[src/rtl/vfbb_pkg.sv]
`timescale 1ns / 1ps
// shared constants and types for the volume foreground bounding box
// no dependencies

package vfbb_pkg;

	localparam int SAMPLE_BITS_DEF = 16;
	localparam int COORD_BITS_DEF  = 16;

	// configuration register indexes
	localparam int CFG_INDEX_BITS = 3;

	typedef enum logic [CFG_INDEX_BITS-1:0] {
		REG_X_FIRST = 3'd0,
		REG_X_LAST  = 3'd1,
		REG_Y_FIRST = 3'd2,
		REG_Y_LAST  = 3'd3,
		REG_Z_FIRST = 3'd4,
		REG_Z_LAST  = 3'd5
	} cfg_reg_t;

	// reset value of the last-index registers when COORD_BITS is 9 or more
	localparam int LAST_RESET = 255;

endpackage

[src/rtl/vfbb_if.sv]
`timescale 1ns / 1ps
// channel interfaces: voxel stream, bounding box results, register writes
// uses vfbb_pkg for the register index width and the default widths

interface vfbb_voxel_if #(
	parameter int SAMPLE_BITS = vfbb_pkg::SAMPLE_BITS_DEF
);
	logic                   valid;
	logic                   ready;
	logic [SAMPLE_BITS-1:0] voxel_value;

	modport source (output valid, output voxel_value, input ready);
	modport sink   (input valid, input voxel_value, output ready);
endinterface

interface vfbb_bbox_if #(
	parameter int COORD_BITS = vfbb_pkg::COORD_BITS_DEF
);
	logic                         valid;
	logic                         ready;
	logic signed [COORD_BITS-1:0] lowest_x;
	logic signed [COORD_BITS-1:0] highest_x;
	logic signed [COORD_BITS-1:0] lowest_y;
	logic signed [COORD_BITS-1:0] highest_y;
	logic signed [COORD_BITS-1:0] lowest_z;
	logic signed [COORD_BITS-1:0] highest_z;
	logic                         found_any;

	modport source (
		output valid, output lowest_x, output highest_x, output lowest_y,
		output highest_y, output lowest_z, output highest_z, output found_any,
		input ready
	);
	modport sink (
		input valid, input lowest_x, input highest_x, input lowest_y,
		input highest_y, input lowest_z, input highest_z, input found_any,
		output ready
	);
endinterface

interface vfbb_cfg_if #(
	parameter int COORD_BITS = vfbb_pkg::COORD_BITS_DEF
);
	logic                                    valid;
	logic                                    ready;
	logic [vfbb_pkg::CFG_INDEX_BITS-1:0]     index;
	logic [COORD_BITS-1:0]                   data;

	modport source (output valid, output index, output data, input ready);
	modport sink   (input valid, input index, input data, output ready);
endinterface

[src/rtl/volume_foreground_bounding_box.sv]
`timescale 1ns / 1ps
// foreground bounding box of a raster-ordered 3D volume
// depends on vfbb_pkg and the interfaces in vfbb_if.sv
//
//  port   | role   | moves
//  -------+--------+-------------------------------------------
//  voxel  | sink   | one voxel sample per transfer, raster order
//  bbox   | source | six bounds and found flag, one per volume
//  cfg    | sink   | extent register write (index, data)
//
// one voxel per cycle while no result is held; a voxel's compares and counter
// updates run in the input register, and the result of a volume is loaded into
// the output register when the last voxel of the volume leaves the input register.
// arst_n resets all control state and loads the default extent.
// a stalled result holds the voxel in the input register; no voxel is lost.
// cfg is always ready.

module volume_foreground_bounding_box #(
	parameter int SAMPLE_BITS = vfbb_pkg::SAMPLE_BITS_DEF,
	parameter int COORD_BITS  = vfbb_pkg::COORD_BITS_DEF
) (
	input  logic clk,
	input  logic arst_n,
	vfbb_voxel_if.sink  voxel,
	vfbb_bbox_if.source bbox,
	vfbb_cfg_if.sink    cfg
);
	import vfbb_pkg::*;

	localparam int LAST_RST_I = (COORD_BITS >= 9) ? LAST_RESET : (2 ** (COORD_BITS - 1)) - 1;
	localparam logic signed [COORD_BITS-1:0] LAST_RST = COORD_BITS'(LAST_RST_I);
	localparam logic signed [COORD_BITS-1:0] ONE = COORD_BITS'(1);

	typedef logic signed [COORD_BITS-1:0] coord_t;

	// extent registers
	coord_t x_first_q, x_last_q, y_first_q, y_last_q, z_first_q, z_last_q;

	// volume state
	logic [SAMPLE_BITS-1:0] background_q;
	logic                   first_pending_q;
	coord_t                 col_q, row_q, slice_q;
	logic                   row_hit_q, slice_hit_q, any_hit_q;
	coord_t                 min_col_q, max_col_q, min_row_q, max_row_q;
	coord_t                 min_slice_q, max_slice_q;

	// input register
	logic                   valid_s1;
	logic [SAMPLE_BITS-1:0] sample_s1;

	// result register
	logic   out_valid_q;
	coord_t lowest_x_q, highest_x_q, lowest_y_q, highest_y_q, lowest_z_q, highest_z_q;
	logic   found_any_q;

	logic advance, s1_fire, in_fire;

	assign advance = !out_valid_q || bbox.ready;
	assign s1_fire = valid_s1 && advance;
	assign voxel.ready = !valid_s1 || advance;
	assign in_fire = voxel.valid && voxel.ready;
	assign cfg.ready = 1'b1;

	// effective state with the volume-start load folded in
	logic   fp, hit, rh, sh, ah, rh_n, sh_n, ah_n;
	coord_t c, r, s, mnc, mxc, mnr, mxr, mns, mxs;
	coord_t mnc_n, mxc_n, mnr_n, mxr_n, mns_n, mxs_n;
	coord_t col_n, row_n, slice_n;
	logic   end_row, end_slice, end_vol;
	logic   row_hit_n, slice_hit_n;

	always_comb begin
		fp  = first_pending_q;
		c   = fp ? x_first_q : col_q;
		r   = fp ? y_first_q : row_q;
		s   = fp ? z_first_q : slice_q;
		rh  = fp ? 1'b0 : row_hit_q;
		sh  = fp ? 1'b0 : slice_hit_q;
		ah  = fp ? 1'b0 : any_hit_q;
		mnc = fp ? x_last_q : min_col_q;
		mxc = fp ? x_first_q : max_col_q;
		mnr = fp ? y_last_q : min_row_q;
		mxr = fp ? y_first_q : max_row_q;
		mns = fp ? z_last_q : min_slice_q;
		mxs = fp ? z_first_q : max_slice_q;

		hit  = !fp && (sample_s1 != background_q);
		rh_n = rh || hit;
		sh_n = sh || hit;
		ah_n = ah || hit;
		mnc_n = (hit && c < mnc) ? c : mnc;
		mxc_n = (hit && c > mxc) ? c : mxc;

		end_row   = c >= x_last_q;
		end_slice = end_row && (r >= y_last_q);
		end_vol   = end_slice && (s >= z_last_q);

		mnr_n = (end_row && rh_n && r < mnr) ? r : mnr;
		mxr_n = (end_row && rh_n && r > mxr) ? r : mxr;
		mns_n = (end_slice && sh_n && s < mns) ? s : mns;
		mxs_n = (end_slice && sh_n && s > mxs) ? s : mxs;

		row_hit_n   = end_row ? 1'b0 : rh_n;
		slice_hit_n = end_slice ? 1'b0 : sh_n;

		col_n   = end_row ? x_first_q : c + ONE;
		row_n   = r;
		slice_n = s;
		if (end_row) begin
			if (!end_slice) begin
				row_n = r + ONE;
			end else begin
				row_n   = y_first_q;
				slice_n = end_vol ? z_first_q : s + ONE;
			end
		end
	end

	// configuration writes
	always_ff @(posedge clk or negedge arst_n) begin
		if (!arst_n) begin
			x_first_q <= '0;
			x_last_q  <= LAST_RST;
			y_first_q <= '0;
			y_last_q  <= LAST_RST;
			z_first_q <= '0;
			z_last_q  <= LAST_RST;
		end else if (cfg.valid) begin
			unique case (cfg_reg_t'(cfg.index))
				REG_X_FIRST: x_first_q <= cfg.data;
				REG_X_LAST:  x_last_q  <= cfg.data;
				REG_Y_FIRST: y_first_q <= cfg.data;
				REG_Y_LAST:  y_last_q  <= cfg.data;
				REG_Z_FIRST: z_first_q <= cfg.data;
				REG_Z_LAST:  z_last_q  <= cfg.data;
				default: ;
			endcase
		end
	end

	// input register
	always_ff @(posedge clk or negedge arst_n) begin
		if (!arst_n) begin
			valid_s1 <= 1'b0;
		end else if (voxel.ready) begin
			valid_s1 <= voxel.valid;
		end
	end

	always_ff @(posedge clk) begin
		if (in_fire) begin
			sample_s1 <= voxel.voxel_value;
		end
	end

	// volume state update
	always_ff @(posedge clk or negedge arst_n) begin
		if (!arst_n) begin
			background_q    <= '0;
			first_pending_q <= 1'b1;
			col_q           <= '0;
			row_q           <= '0;
			slice_q         <= '0;
			row_hit_q       <= 1'b0;
			slice_hit_q     <= 1'b0;
			any_hit_q       <= 1'b0;
			min_col_q       <= LAST_RST;
			max_col_q       <= '0;
			min_row_q       <= LAST_RST;
			max_row_q       <= '0;
			min_slice_q     <= LAST_RST;
			max_slice_q     <= '0;
		end else if (s1_fire) begin
			if (fp) begin
				background_q <= sample_s1;
			end
			first_pending_q <= end_vol;
			col_q           <= col_n;
			row_q           <= row_n;
			slice_q         <= slice_n;
			row_hit_q       <= row_hit_n;
			slice_hit_q     <= slice_hit_n;
			any_hit_q       <= ah_n;
			min_col_q       <= mnc_n;
			max_col_q       <= mxc_n;
			min_row_q       <= mnr_n;
			max_row_q       <= mxr_n;
			min_slice_q     <= mns_n;
			max_slice_q     <= mxs_n;
		end
	end

	// result register
	always_ff @(posedge clk or negedge arst_n) begin
		if (!arst_n) begin
			out_valid_q <= 1'b0;
		end else if (advance) begin
			out_valid_q <= s1_fire && end_vol;
		end
	end

	always_ff @(posedge clk) begin
		if (s1_fire && end_vol) begin
			lowest_x_q  <= mnc_n;
			highest_x_q <= mxc_n;
			lowest_y_q  <= mnr_n;
			highest_y_q <= mxr_n;
			lowest_z_q  <= mns_n;
			highest_z_q <= mxs_n;
			found_any_q <= ah_n;
		end
	end

	assign bbox.valid     = out_valid_q;
	assign bbox.lowest_x  = lowest_x_q;
	assign bbox.highest_x = highest_x_q;
	assign bbox.lowest_y  = lowest_y_q;
	assign bbox.highest_y = highest_y_q;
	assign bbox.lowest_z  = lowest_z_q;
	assign bbox.highest_z = highest_z_q;
	assign bbox.found_any = found_any_q;

	// a finished volume rearms the background latch
	a_rearm: assert property (@(posedge clk) disable iff (!arst_n)
		(s1_fire && end_vol) |=> first_pending_q)
		else $error("volume end did not rearm");

	// the input side only stalls behind a held result
	a_stall_cause: assert property (@(posedge clk) disable iff (!arst_n)
		!voxel.ready |-> (bbox.valid && !bbox.ready))
		else $error("input stalled without a held result");

	// a found box is never inverted
	a_box_order: assert property (@(posedge clk) disable iff (!arst_n)
		(bbox.valid && bbox.found_any) |->
			(lowest_x_q <= highest_x_q && lowest_y_q <= highest_y_q
			&& lowest_z_q <= highest_z_q))
		else $error("found box has inverted bounds");

endmodule
[src/flat_wrapper.sv]
// flat-port wrapper written by rule: the top's interface ports become plain ports
module volume_foreground_bounding_box_flat import vfbb_pkg::*;
#(
	parameter int SAMPLE_BITS = vfbb_pkg::SAMPLE_BITS_DEF,
	parameter int COORD_BITS  = vfbb_pkg::COORD_BITS_DEF
)
  (clk, arst_n, voxel_valid, voxel_voxel_value, voxel_ready, bbox_valid, bbox_lowest_x, bbox_highest_x, bbox_lowest_y, bbox_highest_y, bbox_lowest_z, bbox_highest_z, bbox_found_any, bbox_ready, cfg_valid, cfg_index, cfg_data, cfg_ready);
  vfbb_voxel_if #(.SAMPLE_BITS(SAMPLE_BITS)) voxel_i ();
  vfbb_bbox_if #(.COORD_BITS(COORD_BITS)) bbox_i ();
  vfbb_cfg_if #(.COORD_BITS(COORD_BITS)) cfg_i ();
  input  logic clk;
  input  logic arst_n;
  input wire logic [$bits(voxel_i.valid)-1:0] voxel_valid;
  input wire logic [$bits(voxel_i.voxel_value)-1:0] voxel_voxel_value;
  output wire logic [$bits(voxel_i.ready)-1:0] voxel_ready;
  output wire logic [$bits(bbox_i.valid)-1:0] bbox_valid;
  output wire logic [$bits(bbox_i.lowest_x)-1:0] bbox_lowest_x;
  output wire logic [$bits(bbox_i.highest_x)-1:0] bbox_highest_x;
  output wire logic [$bits(bbox_i.lowest_y)-1:0] bbox_lowest_y;
  output wire logic [$bits(bbox_i.highest_y)-1:0] bbox_highest_y;
  output wire logic [$bits(bbox_i.lowest_z)-1:0] bbox_lowest_z;
  output wire logic [$bits(bbox_i.highest_z)-1:0] bbox_highest_z;
  output wire logic [$bits(bbox_i.found_any)-1:0] bbox_found_any;
  input wire logic [$bits(bbox_i.ready)-1:0] bbox_ready;
  input wire logic [$bits(cfg_i.valid)-1:0] cfg_valid;
  input wire logic [$bits(cfg_i.index)-1:0] cfg_index;
  input wire logic [$bits(cfg_i.data)-1:0] cfg_data;
  output wire logic [$bits(cfg_i.ready)-1:0] cfg_ready;
  assign voxel_i.valid = voxel_valid;
  assign voxel_i.voxel_value = voxel_voxel_value;
  assign voxel_ready = voxel_i.ready;
  assign bbox_valid = bbox_i.valid;
  assign bbox_lowest_x = bbox_i.lowest_x;
  assign bbox_highest_x = bbox_i.highest_x;
  assign bbox_lowest_y = bbox_i.lowest_y;
  assign bbox_highest_y = bbox_i.highest_y;
  assign bbox_lowest_z = bbox_i.lowest_z;
  assign bbox_highest_z = bbox_i.highest_z;
  assign bbox_found_any = bbox_i.found_any;
  assign bbox_i.ready = bbox_ready;
  assign cfg_i.valid = cfg_valid;
  assign cfg_i.index = cfg_index;
  assign cfg_i.data = cfg_data;
  assign cfg_ready = cfg_i.ready;
  volume_foreground_bounding_box #(.SAMPLE_BITS(SAMPLE_BITS), .COORD_BITS(COORD_BITS)) u_core (.clk(clk), .arst_n(arst_n), .voxel(voxel_i), .bbox(bbox_i), .cfg(cfg_i));
endmodule
[config.mk]
export PLATFORM = sky130hd
export DESIGN_NAME = volume_foreground_bounding_box_flat
export DESIGN_NICKNAME = d
export VERILOG_FILES = /design/src/rtl/vfbb_pkg.sv /design/src/rtl/vfbb_if.sv /design/src/rtl/volume_foreground_bounding_box.sv /design/src/flat_wrapper.sv
export SDC_FILE = /design/constraint.sdc
export NUM_CORES = 1
export LEC_CHECK = 0
export ABC_AREA = 1
export BUFFER_PORTS_ARGS = -buffer_cell sky130_fd_sc_hd__clkbuf_2
export CAP_MARGIN = 20
export CORE_AREA = 2 2 225 227
export DETAILED_ROUTE_END_ITERATION = 10
export DIE_AREA = 0 0 227 229
export PLACE_DENSITY = 0.64
export SLEW_MARGIN = 25
export SYNTH_ARGS = -nofsm -noshare
export SYNTH_HDL_FRONTEND = slang
export SYNTH_SLANG_ARGS = --single-unit
[constraint.sdc]
create_clock -name clk -period 13.2 [get_ports clk]
set_input_delay 2.64 -clock clk [delete_from_list [all_inputs] [get_ports clk]]
set_output_delay 2.64 -clock clk [all_outputs]
set_load 0.05 [all_outputs]
; Yosys cells after proc, flatten, opt, wreduce, memory -nomap -nowiden
; Cells that the tools add are included.
[totals]
output_inout_bits = 100
wordCells = 104
latchBits = 0
mem_bits_rw = 0
rom_bits = 0
input_bits = 40
mem_count = 0
regBits = 375
[op_classes]
n_bitwise = 0
n_reduce_logical = 30
n_mul = 0
shift = 0
div = 0
muxes = 26
order_cmp = 9
add_sub_neg = 3
n_eq_ne = 6
[op_table]
columns = cell, count
row1 = 16-bit 2-to-1 mux, 21
row2 = 16-bit by 2-bit adder with 16-bit output (second input constant), 3
row3 = 16-bit greater-or-equal comparator, 3
row4 = 16-bit greater-than comparator, 3
row5 = 16-bit < comparator, 3
row6 = 16-bit != test, 1
row7 = 1-bit logical AND, 14
row8 = 2-bit AND reduction, 7
row9 = 3-bit by 2-bit equality test with 1-bit output (second input constant), 2
row10 = 3-bit equality test (second input constant), 2
row11 = 1-bit logical OR, 5
row12 = 1-bit 2-to-1 mux, 5
row13 = 3-bit by 1-bit equality test with 1-bit output (second input constant), 1
row14 = 1-bit logical NOT, 3
row15 = 3-bit logical NOT, 1

; Logic depth before layout (Yosys ltp)
; Gate-level depths: netlist (run 1).
[depth]
word_depth = 7
ltp_mapped = 25
ltp_nobuf = 21

; Worst setup path after synthesis (run 1)
; No wires, ideal clock.
[synth_path]
path_kind = in2out
start = input port bbox_ready
end = output port voxel_ready
path_buffers = 0
arrival_ps = 3100
cell_stages = 2
path_slack_ps = 7460
required_ps = 10560
cell_sequence = inv_1 -> nand3_1
[synth_via]
elab_chain_cells = 2
[synth_rtl]
columns = element, line_no
row1 = from (decl), flat_wrapper.sv:24  ; input wire logic [$bits(bbox_i.ready)-1:0] bbox_ready;
row2 = 1-bit logical OR, volume_foreground_bounding_box.sv:58  ; assign advance = !out_valid_q || bbox.ready;
row3 = 1-bit logical OR, volume_foreground_bounding_box.sv:60  ; assign voxel.ready = !valid_s1 || advance;
row4 = to (decl), flat_wrapper.sv:15  ; output wire logic [$bits(voxel_i.ready)-1:0] voxel_ready;
; No other way between the ends.

; Final worst setup path (run 1)
[layout_path]
start = register u_core.first_pending_q
end = register u_core.lowest_y_q[10] (netlist: u_core.bbox.lowest_y[10]), enable pin
[layout_via]
elab_chain_cells = 5
elab_cells_between_ends = 9
cone_classes = 3 x order compare / 3 x mux / 3 x reduce/logical
[layout_rtl]
columns = element, line_no
row1 = from (decl), volume_foreground_bounding_box.sv:41  ; logic first_pending_q;
row2 = from (signal assigned), volume_foreground_bounding_box.sv:177  ; first_pending_q <= end_vol;
row3 = "16-bit 2-to-1 mux, on equally long branches", "volume_foreground_bounding_box.sv:74, volume_foreground_bounding_box.sv:75"
row4 = "16-bit greater-or-equal comparator, on equally long branches", "volume_foreground_bounding_box.sv:94, volume_foreground_bounding_box.sv:95"
row5 = 1-bit logical AND, volume_foreground_bounding_box.sv:95  ; end_slice = end_row && (r >= y_last_q);
row6 = 1-bit logical AND *, volume_foreground_bounding_box.sv:96  ; end_vol = end_slice && (s >= z_last_q);
row7 = 1-bit logical AND *, volume_foreground_bounding_box.sv:203  ; if (s1_fire && end_vol) begin
row8 = to (signal assigned), volume_foreground_bounding_box.sv:206  ; lowest_y_q <= mnr_n;
row9 = to (decl), volume_foreground_bounding_box.sv:53  ; coord_t lowest_x_q, highest_x_q, lowest_y_q, highest_y_q, lowest_z_q, highest_z_q;
; Mark *: on every way between the ends. The rest lies on a longest branch, timed or not.
; A chain may end at the register's enable or synchronous reset.

==> results of run 1 <==
==> kinds of logic (layout without fill, tap and decap cells) <==
| family | count (synthesis) | after routing | synth area share |
|---|---|---|---|
| AO/OA/AOI/OAI | 456 | 456 | 0.1165 |
| XOR/XNOR | 44 | 44 | 0.01751 |
| adder cells (fa/ha/maj) | 144 | 144 | 0.08188 |
| buffers and inverters | 371 | 489 | 0.07073 |
| flip-flops | 375 | 375 | 0.4549 |
| multiplexers | 12 | 12 | 0.006141 |
| other | 1 | 2 | 0.0001704 |
| AND/OR/NAND/NOR | 1252 | 1252 | 0.2522 |
==> final cells by class <==
type	count	area, um^2	share of cell area
Clock buffer	60	1254	0.05107
Sequential cell	375	10010	0.4080
Inverter	259	977.2	0.03981
Clock inverter	17	148.9	0.006065
Antenna cell	1	2.502	0.0001019
Tap cell	672	840.8	0.03425
Multi-Input combinational cell	1909	10470	0.4263
Timing Repair Buffer	153	845.8	0.03445
==> synth_stat cells, drive strengths merged <==
cell	count	area (um^2)
nor4	1	6.260
o21ai	269	1425
o21bai	1	7.510
nor4b	1	8.760
nor3	22	126.4
xor2	36	315.3
or2	3	18.77
conb	1	3.750
o21a	3	22.52
and2	82	513.0
a22oi	4	30.03
dfstp	49	1287
nor2	96	444.2
nand4	53	350.3
clkbuf	63	236.5
o211ai	24	180.2
a21boi	31	232.7
xnor2	8	70.07
edfxtp	113	3393
a21o	1	7.510
a21oi	110	569.3
dfrtp	213	5330
o22ai	6	37.54
buf	49	347.8
mux2	12	135.1
a31oi	2	12.51
nand3b	3	22.52
nand3	179	948.4
ha	144	1802
nand2	812	3110
inv	259	972.2
a211oi	5	37.54
==> how the worst min path moves through the flow <==
stage | from | end | slack [ps] | cells past startpoint
4_1_cts | u_core.min_slice_q[5]$_DFFE_PN1P_ | u_core.min_slice_q[5]$_DFFE_PN1P_ | 470 | 2
2_1_floorplan | u_core.max_slice_q[10]$_DFFE_PN0P_ | u_core.max_slice_q[10]$_DFFE_PN0P_ | 440 | 2
5_1_grt | u_core.min_col_q[3]$_DFFE_PN1P_ | u_core.min_col_q[3]$_DFFE_PN1P_ | 470 | 2
3_5_place_dp | u_core.min_slice_q[5]$_DFFE_PN1P_ | u_core.min_slice_q[5]$_DFFE_PN1P_ | 460 | 2
6_report | u_core.min_slice_q[5]$_DFFE_PN1P_ | u_core.min_slice_q[5]$_DFFE_PN1P_ | 470 | 2
3_3_place_gp | u_core.min_row_q[5]$_DFFE_PN1P_ | u_core.min_row_q[5]$_DFFE_PN1P_ | 450 | 2
==> layer usage <==
| metal | up-vias | wire [um] |
|---|---|---|
| li1 | 8980 | - |
| met1 | 8898 | 28350 |
| met2 | 607 | 29480 |
| met3 | 121 | 3778 |
| met4 | 2 | 1849 |
| met5 | - | 10 |
==> tightest hold or removal path, cell delays in order, from the launching register on <==
cell and delay (ps):
dfstp_2 360, nand2_1 50, nand2_1 50
==> stage by stage <==
stage / setup WS, ps / utilization / cell area, um^2 / cells / hold WS [ps]
5_1_grt: 6356 / 0.4943 / 24550 / 3445 / 473.2
3_5_place_dp: 6868 / 0.4651 / 23100 / 3367 / 457.2
4_1_cts: 6879 / 0.4933 / 24500 / 3444 / 467.3
3_3_place_gp: 6933 / 0.4651 / 23100 / 3367 / 453.3
2_1_floorplan: 7460 / - / 22000 / 2655 / 443.6
6_report: 6864 / 0.4944 / 24550 / 3446 / 465.8
==> flow_summary.json, run 1 <==
{
  "outcome": "finished clean",
  "place_congestion": 0.9367,
  "fillers": 4790,
  "worstPathMaxFanout": 57,
  "portBuffers": 138,
  "fmax_mhz": 157.8,
  "tightest_slew_ps": 948.6,
  "rsz0062_at_grt": "false",
  "first_iter_violations": 1770,
  "clk_transition_reported_paths_ps": 60,
  "final_cell_mix": "nand2_1, inv_1, o21ai_0",
  "r2r-start": "u_core.first_pending_q$_DFFE_PN1P_",
  "grt_busiest_layer": "met2",
  "synth.distinct_cells": 54,
  "drt-total-wl_um": 63470,
  "postSynthCellCount": 2655,
  "die_x_um": 227,
  "cts_setup_buffers": 0,
  "avgRoutedWirePerCell_um": 18.42,
  "path_cells": "buf_4 > nand2_1 > o21ai_1 > ha_1 > a21oi_1 > o21ai_0 > nand2_1 > nand4_1 > nand3_4 > nand2_4 > inv_1 > nand3_1 > inv_4 > buf_4",
  "dieArea_um2": 51980,
  "row_count": 82,
  "dpl.hpwl_um": 45040,
  "crit_arrival_ps": 6540,
  "slowest_stage": "dfstp_4",
  "htree_levels": 2,
  "fin_crit_ps": 6336,
  "worstSkewPairLatency_ps": 580,
  "via_per_inst": 5.400,
  "grt_pass1_vias": 17890,
  "ioPinCount": 140,
  "path_delay_family": "buffers and inverters",
  "cts_tree": "built",
  "finClkSkew_ps": 20.44,
  "synthesis.area_um2": 22000,
  "cts.path.max_buffers": 3,
  "ys_ff_latch": 375,
  "gr-total-overflow": 0,
  "route.detailed.drc": 0,
  "synth_nets": 2839,
  "cts_hold_buffers": 0,
  "cts-resized-gates": 0,
  "first_pass_iters": 6,
  "avgSynthCellArea_um2": 8.288,
  "core_area_um2": 49660,
  "ys_warn_count": 0,
  "ant_nets": 0,
  "ff2ff_path_depth": 14,
  "fin_setup_tns_ps": 0,
  "cp-startpoint": "u_core.first_pending_q$_DFFE_PN1P_",
  "layout_commonest_cell": "nand2_1",
  "cp_num_cells": 14,
  "end_kind": "flop",
  "nets": 2924,
  "clock-root-buffer": "clkbuf_16",
  "reg2reg_setup_slack_ps": 6860,
  "grt_start_max_net_pins": 173,
  "maxCapViolations": 0,
  "final_hold_viol_count": 0,
  "die_y_um": 229,
  "worstPathRequired_ps": 13400,
  "rr_endpoint": "u_core.bbox.lowest_y[10]$_DFFE_PP_",
  "slew_headroom": 0.3660,
  "slowest_delay_ps": 980,
  "cts_made_buffers": 42,
  "worstSetupPathType": "flop to flop",
  "post-route-period-util": 0.4800,
  "final_layout_size_suffix_gt1_frac": 0.1291,
  "syn2layout_area_growth_pct": 11.56,
  "met2_usage": 0.3903,
  "hp-class": "flop to flop",
  "path_buf_inv": 4,
  "initial_core_util": 0.4431,
  "finalSetupViolations": 0,
  "vias": 18610,
  "clock-sinks": 375,
  "use_met1": 0.3380,
  "track_usage": 0.2442,
  "antenna_found_initial": 1,
  "slew_violations": 0,
  "ys_seq_area_frac": 0.4549,
  "startpoint_type": "flop",
  "crit_end": "u_core.bbox.lowest_y[10]$_DFFE_PP_",
  "grt_first_pass_wirelength_um": 99780,
  "use_met3": 0.03964
}
Power of run 1 is left out: the tool's default activity adds up to more than one toggle a clock period on the data nets, which glitch-free logic cannot reach.
==> run 2: changes to the inputs <==
clock period = 6.2 ns   (was 13.2 ns; I/O delays follow)
==> run 2 against run 1 <==
Effect of this change: sequential share of layout area down 0.18 points; register-to-register slack worse by 5600 ps; critical path depth up 1; worst setup slack worse by 5600 ps; global-route usage up 0.72 points; die area unchanged; final cell count up 0.23%; critical endpoint is now u_core.bbox.lowest_x[6]$_DFFE_PP_.
==> flow_summary.json, run 2 (synthesized netlist as in run 1, its figures left out) <==
{
  "row_count": 82,
  "cts.path.max_buffers": 3,
  "core_area_um2": 49660,
  "cts_setup_buffers": 0,
  "gr-total-overflow": 0,
  "outcome": "finished clean",
  "cts-resized-gates": 0,
  "fin_setup_tns_ps": 0,
  "finClkSkew_ps": 30.73,
  "wl_met2_um": 29340,
  "min-delay-start": "u_core.min_row_q[4]$_DFFE_PN1P_",
  "final_cell_mix": "nand2_1, inv_1, o21ai_0",
  "dp_slack_ps": 1329,
  "wl_met1_um": 28350,
  "r2r-start": "u_core.first_pending_q$_DFFE_PN1P_",
  "syn2layout_area_growth_pct": 12.04,
  "tightest_slew_ps": 942.6,
  "antenna_found_initial": 3,
  "route.detailed.drc": 0,
  "ant_nets": 0,
  "first_pass_iters": 7,
  "fmax_mhz": 203.3,
  "top_layer": "met5",
  "crit_arrival_ps": 5170,
  "final_hold_viol_count": 0,
  "worstPathRequired_ps": 6450,
  "nets": 2930,
  "initial_core_util": 0.4431,
  "cts_hold_buffers": 0,
  "portBuffers": 138,
  "slew_headroom": 0.3701,
  "clock-sinks": 375,
  "post-route-period-util": 0.7933,
  "slowest_delay_ps": 630,
  "worstPathMaxFanout": 169,
  "ioPinCount": 140,
  "path_cells": "buf_12 > nand2_1 > o21ai_1 > ha_1 > a21oi_1 > o21ai_0 > nand2_1 > nand4_1 > nand3_4 > nand2_4 > inv_1 > buf_4 > nand3_1 > inv_4 > buf_12",
  "place_congestion": 0.9729,
  "cts_made_buffers": 43,
  "die_y_um": 229,
  "worstSkewPairLatency_ps": 600,
  "cts_tree": "built",
  "setup_ws_ps": 1281,
  "worstSetupPathType": "flop to flop",
  "dieArea_um2": 51980,
  "vias": 18720,
  "htree_levels": 2,
  "clk_transition_reported_paths_ps": 60,
  "via_per_inst": 5.420,
  "fillers": 4784,
  "maxCapViolations": 0,
  "slew_violations": 0,
  "final_layout_size_suffix_gt1_frac": 0.1302,
  "layout_commonest_cell": "nand2_1",
  "fin_util": 0.4965,
  "grt_pass1_vias": 18640,
  "rr_endpoint": "u_core.bbox.lowest_x[6]$_DFFE_PP_",
  "fin_crit_ps": 4919,
  "avgRoutedWirePerCell_um": 18.56,
  "dr_wl_met3_um": 4123,
  "grt_start_max_net_pins": 170,
  "hp-class": "flop to flop",
  "reg2reg_setup_slack_ps": 1280,
  "first_iter_violations": 1791,
  "finalSetupViolations": 0,
  "end_kind": "flop",
  "clock-root-buffer": "clkbuf_16",
  "startpoint_type": "flop",
  "hold_depth": 2,
  "grt_first_pass_wirelength_um": 102700,
  "slowest_stage": "dfstp_4",
  "rsz0062_at_grt": "false",
  "track_usage": 0.2514,
  "min_to": "u_core.min_row_q[4]$_DFFE_PN1P_",
  "die_x_um": 227,
  "ff2ff_path_depth": 15,
  "drt-total-wl_um": 64100,
  "dpl.hpwl_um": 45710
}
run 2: cell count changes in the layout (fill, tap and decap cells not counted), sizes merged:
cell	previous run	this run
clkbuf	197	205
bufinv	2	1
clkinvlp	2	3
clkinv	11	6
buf	16	21
run 2: final cells by class:
type,count,area [um^2],share of cell area
well taps,672,840.8,0.03410
clock buffers,68,1325,0.05374
diodes,1,2.502,0.0001015
clock inverters,12,118.9,0.004821
repair buffers,158,920.9,0.03735
inverters,259,977.2,0.03963
flip-flops and latches,375,10010,0.4062
multi-input cells,1909,10460,0.4241
run 2: how the worst max path moves through the flow:
stage | from | end | cells after the start
2_1_floorplan | u_core.first_pending_q$_DFFE_PN1P_ | u_core.bbox.found_any$_DFFE_PP_ | 23
3_3_place_gp | u_core.first_pending_q$_DFFE_PN1P_ | u_core.bbox.lowest_x[7]$_DFFE_PP_ | 20
3_5_place_dp | u_core.first_pending_q$_DFFE_PN1P_ | u_core.bbox.lowest_x[7]$_DFFE_PP_ | 20
4_1_cts | u_core.first_pending_q$_DFFE_PN1P_ | u_core.bbox.lowest_x[7]$_DFFE_PP_ | 20
5_1_grt | u_core.first_pending_q$_DFFE_PN1P_ | u_core.bbox.lowest_x[14]$_DFFE_PP_ | 20
6_report | u_core.first_pending_q$_DFFE_PN1P_ | u_core.bbox.lowest_x[6]$_DFFE_PP_ | 15
run 2: critical path: cells and delay by family (launching register included):
kind | cells | cell delay (ps)
AND/OR/NAND/NOR | 6 | 1050
adder cells (fa/ha/maj) | 1 | 370
buffers and inverters | 5 | 1690
flip-flops | 1 | 630
AO/OA/AOI/OAI | 3 | 590
run 2: metrics by stage:
stage	hold slack (ps)	instance area, um^2	instances
floorplan	443.6	22000	2655
global placement	455.4	23170	3372
detailed placement	455.5	23170	3372
CTS	466.9	24610	3452
global route	476.7	24650	3453
finish	465.6	24650	3454
run 2: routing by layer:
layer | vias up | track usage
met5 | - | 0
met4 | 4 | 0.1009
met3 | 134 | 0.03874
met2 | 679 | 0.3940
met1 | 8909 | 0.3487
li1 | 8994 | -
Power of run 2 is left out for the same reason.
